==> src/hw/rtl/mrkd_pkg.sv <==
`default_nettype none
package mrkd_pkg;

	localparam int CORDIC_STAGES_DEF = 16;
	localparam int ATAN_TAB_SIZE     = 24;
	localparam logic signed [33:0] CORDIC_GAIN_Q30 = 34'sd652032874;

	// register indexes
	localparam logic [1:0] REG_CASTER_EN = 2'd0;
	localparam logic [1:0] REG_TRACK     = 2'd1;
	localparam logic [1:0] REG_BASE      = 2'd2;
	localparam logic [1:0] REG_INV_LEN   = 2'd3;

	// arctangent table, 2^32 per full turn
	function automatic logic signed [33:0] atan_entry(input int idx);
		logic signed [33:0] r;
		begin
			unique case (idx)
				0: r = 34'sh20000000;
				1: r = 34'sh12E4051E;
				2: r = 34'sh09FB385B;
				3: r = 34'sh051111D4;
				4: r = 34'sh028B0D43;
				5: r = 34'sh0145D7E1;
				6: r = 34'sh00A2F61E;
				7: r = 34'sh00517C55;
				8: r = 34'sh0028BE53;
				9: r = 34'sh00145F2F;
				10: r = 34'sh000A2F98;
				11: r = 34'sh000517CC;
				12: r = 34'sh00028BE6;
				13: r = 34'sh000145F3;
				14: r = 34'sh0000A2FA;
				15: r = 34'sh0000517D;
				16: r = 34'sh000028BE;
				17: r = 34'sh0000145F;
				18: r = 34'sh00000A30;
				19: r = 34'sh00000518;
				20: r = 34'sh0000028C;
				21: r = 34'sh00000146;
				22: r = 34'sh000000A3;
				23: r = 34'sh00000051;
				default: r = '0;
			endcase
			return r;
		end
	endfunction

	// saturate to int32
	function automatic logic signed [31:0] sat32(input logic signed [63:0] v);
		begin
			if (v > 64'sd2147483647) return 32'sh7FFFFFFF;
			else if (v < -64'sd2147483648) return 32'sh80000000;
			else return v[31:0];
		end
	endfunction

endpackage
`default_nettype wire

==> src/hw/rtl/mrkd_cordic.sv <==
`default_nettype none
// Pipelined CORDIC rotator: one register per stage, stall-aware
module mrkd_cordic
	import mrkd_pkg::*;
#(
	parameter int STAGES = CORDIC_STAGES_DEF
) (
	input  wire logic                clk,
	input  wire logic                en,
	input  wire logic signed [15:0]  ang,
	output logic signed [33:0]       sin_q30,
	output logic signed [33:0]       cos_q30
);
	localparam int NUSED = (STAGES < ATAN_TAB_SIZE) ? STAGES : ATAN_TAB_SIZE;

	logic signed [33:0] x_q [NUSED+1];
	logic signed [33:0] y_q [NUSED+1];
	logic signed [33:0] z_q [NUSED+1];
	logic               flip_q [NUSED+1];

	// fold into +-90 degrees
	logic signed [33:0] z0;
	logic               f0;
	always_comb begin
		z0 = {{2{ang[15]}}, ang, 16'd0};
		f0 = 1'b0;
		if (z0 > 34'sh40000000) begin
			z0 = z0 - 34'sh80000000;
			f0 = 1'b1;
		end else if (z0 < -34'sh40000000) begin
			z0 = z0 + 34'sh80000000;
			f0 = 1'b1;
		end
	end

	always_ff @(posedge clk) begin
		if (en) begin
			x_q[0] <= CORDIC_GAIN_Q30;
			y_q[0] <= '0;
			z_q[0] <= z0;
			flip_q[0] <= f0;
		end
	end

	for (genvar i = 0; i < NUSED; i++) begin : g_stage
		always_ff @(posedge clk) begin
			if (en) begin
				flip_q[i+1] <= flip_q[i];
				if (!z_q[i][33]) begin
					x_q[i+1] <= x_q[i] - (y_q[i] >>> i);
					y_q[i+1] <= y_q[i] + (x_q[i] >>> i);
					z_q[i+1] <= z_q[i] - atan_entry(i);
				end else begin
					x_q[i+1] <= x_q[i] + (y_q[i] >>> i);
					y_q[i+1] <= y_q[i] - (x_q[i] >>> i);
					z_q[i+1] <= z_q[i] + atan_entry(i);
				end
			end
		end
	end

	assign cos_q30 = flip_q[NUSED] ? -x_q[NUSED] : x_q[NUSED];
	assign sin_q30 = flip_q[NUSED] ? -y_q[NUSED] : y_q[NUSED];
endmodule
`default_nettype wire

==> config.mk <==
export PLATFORM = sky130hd
export DESIGN_NAME = mrkd_cordic
export DESIGN_NICKNAME = d
export VERILOG_FILES = /design/src/hw/rtl/mrkd_pkg.sv /design/src/hw/rtl/mrkd_cordic.sv
export SDC_FILE = /design/constraint.sdc
export NUM_CORES = 2
export LEC_CHECK = 0
export BUFFER_PORTS_ARGS = -buffer_cell sky130_fd_sc_hd__buf_2
export CAP_MARGIN = 20
export CORE_ASPECT_RATIO = 1.25
export CORE_MARGIN = 4
export CORE_UTILIZATION = 55
export DETAILED_ROUTE_END_ITERATION = 6
export HOLD_SLACK_MARGIN = 0.08
export PLACE_DENSITY = 0.68
export RECOVER_POWER = 25
export SLEW_MARGIN = 20
export SYNTH_ARGS = -nofsm -noshare
export SYNTH_HDL_FRONTEND = slang
export SYNTH_SLANG_ARGS = --single-unit
export TNS_END_PERCENT = 50
==> constraint.sdc <==
create_clock -name clk -period 5.73 [get_ports clk]
set_input_delay 0.2865 -clock clk [delete_from_list [all_inputs] [get_ports clk]]
set_output_delay 0.2865 -clock clk [all_outputs]
set_load 0.02 [all_outputs]
==> metrics <==
RSZ-0062 raised after global routing=false; Post-Route Setup TNS=0 ns; worst-skew pair later-pin latency=0.86 ns; H-tree Lvls=4; Die Wd=431 um; initial core utilization=a little under three fifths; CTS buffer count=175; r2r worst-path depth=17; clk sink count=about 1,500; Initial DRC Count=6,412; post-CTS setup buffer count=0; Detail Route Antenna Nets=0; CP arrival=6.05 ns; Post-Syn Area=about 120,000 um^2; dpl hpwl=279 mm; IO Port Bufs=between 80 and 90; fmax=around 0.18 GHz; number of enable flip-flop cells after synthesis=1,463; DRT Pass-1 Iters=6; kind of end point of the critical path=register; GRT Overall Usage=29.3%; syn nets=14,100; CP Max Fanout=6; Core Rows=193; ys async rst share=0%; DR WL/cell=21.8 um; vias per inst=6.12; CTS root buf=clkbuf_16; Min Clock Period, post-route=5.43 ns; CP Cell Sequence=or3_1 > or3b_2 > or3_1 > or2_2 > o21ai_0 > xor2_1 > ha_1 > and3_1 > a32oi_1 > a41oi_1 > o21ai_0 > a21oi_1 > a41oi_1 > a21oi_1 > nor2b_1 > a211oi_1 > xnor2_1; core area=222,000 um^2; failing checks=capacitance limit, slew limit; grt total ovfl=0; Hold WC Path Type=in -> reg; Final Setup Violations=0; DR vias=97,800; boundary pin count=86; largest net degree at the start of global routing=about 170; total die area=between 200,000 and 250,000 um^2; most frequent cells in the layout=edfxtp_1 (1,463), ha_1 (1,379), a21oi_1 (1,296); synth-to-layout area growth=8.38%; max cap viols=9; Yosys cell types=88; via count of the first global-routing pass=95,900; Worst Tran Pin Value=between 3 and 4 ns; DP Area=~130,000 um^2; share of cells above drive strength 1=4.99%; fin nets=approximately 14,000; most common cell after layout, fill and taps aside=edfxtp_1; final instance area=around 130,000 um^2; crit path launch type=register; Layout Skew=0.0513 ns; Tcrit/Tclk final=94.8%; synthesized area per cell=9.68 um^2; Die Height=536 um; PnR worst setup slack=about 0.30 ns; crit-path max cell delay=0.53 ns; GP Congestion=around 0.97; Worst EP required=6.34 ns; Final Hold Fails=0; first-pass GRT wire length=538 mm; main flop type after synthesis=edfxtp_1; clk buf depth=4; DRC violations left=0; post-route core utilization=roughly three fifths; Slew Limit Fails=488; synthesized flop and latch total=1,463; critical path class=reg -> reg; post-synthesis sequential area ratio=between 30% and 40%; Post-Route WL=349 mm; post-synthesis cell count=12,700; antenna violations before repair=23; YS warnings=0; max_slew headroom=-156%; CTS tree=built; post-place setup slack=about 0.28 ns; clock slew at reported path FFs=0.06 ns; cell count of the worst hold path=2; status=complete, but fails checks; Critical-path top delay cell=or3b_2
[final cells by class]
| class | count | area (um^2) |
|---|---|---|
| tap | 2925 | 3660 |
| inverter | 512 | 1920 |
| antenna | 26 | 65.1 |
| clock buffer | 201 | 4560 |
| fill | 18900 | 88600 |
| clock inverter | 105 | 978 |
| multi-input combinational | 10500 | 76200 |
| timing repair buffer | 257 | 1750 |
| sequential | 1463 | 43900 |
[sequential cells by signal, summed over array words and instances (netlist names)]
signal  cells
flip_q     17
x_q       484
y_q       511
z_q       451
[Yosys cell counts (all sizes together), types with 32 or more instances]
master     n  area, um^2
edfxtp  1463       43900
ha      1379       17300
a21oi   1296        6490
xnor2   1271       11100
nor2     911        3420
o21ai    731        3660
nand2    708        2660
a21o     625        4690
xor2     615        5390
inv      506        1900
nor3     263        1320
nand2b   232        1450
nand3    212        1060
o21a     198        1490
clkbuf   176         662
nor2b    173        1080
o21bai   169        1270
o31ai    150        1130
a211oi   131         983
or3      117         732
a31oi    106         663
nand4    102         638
and3      93         582
nor4      75         475
o41ai     68         611
mux2      61         687
or2       60         375
or4       55         417
mux2i     54         541
a21boi    48         360
o211ai    45         338
fa        42         841
and2      40         250
nor3b     36         270
o31a      32         280
[worst paths after layout]
kind	from	endpoint	slack, ns
max	x_q[12][16]	y_q[13][32]	0.30
min reg2reg	z_q[0][17]	z_q[1][17]	0.42
min	ang[1]	z_q[0][17]	0.20
max reg2reg	x_q[12][16]	y_q[13][32]	0.30
[critical path: cells and delay by family, from the launching register on]
| kind | cells | cell delay, ns |
|---|---|---|
| adder cells (fa/ha/maj) | 1 | 0.31 |
| AO/OA/AOI/OAI | 8 | 2.10 |
| XOR/XNOR | 2 | 0.27 |
| flip-flops | 1 | 0.45 |
| AND/OR/NAND/NOR | 6 | 2.03 |
[stage by stage]
step                      hold slack (ns)  instances
after floorplan                     0.385      12700
after global routing                0.193      16000
after CTS                           0.114      16000
after global placement              0.400      15600
final                               0.203      16000
after detailed placement            0.406      15600
[repair_timing]
item / 4_1_cts / 5_1_grt
resized for setup: 0 / 6
hold endpoints to repair: 65 / 0
hold buffers: 17 / 0
setup endpoints to repair: 0 / 8
[metal layers]
layer	global-route usage (%)	up-vias	wire length (um)	share of wire, %
met2	53.0	2478	175000	50
li1	-	47800	-	-
met4	17.7	6	23300	6.7
met5	0	-	38	0.011
met1	33.4	46800	136000	39
met3	3.06	774	13900	4.0
[cell families (layout without fill, tap and decap cells)]
| kind of cell | Yosys count | count (layout) | synth area share, % |
|---|---|---|---|
| and+or+nand+nor | 3141 | 3141 | 12.4 |
| adders and majority gates | 1421 | 1421 | 14.7 |
| other | 0 | 26 | 0 |
| buffers and inverters | 716 | 1075 | 2.20 |
| DFF | 1463 | 1463 | 35.8 |
| muxes | 115 | 115 | 1.00 |
| AOI/OAI and AO/OA | 3936 | 3936 | 20.4 |
| xor gates and xnor gates | 1886 | 1886 | 13.5 |
Power is not shown: default switching activity piles up to over one toggle a cycle in this logic, so the estimate is an artifact.
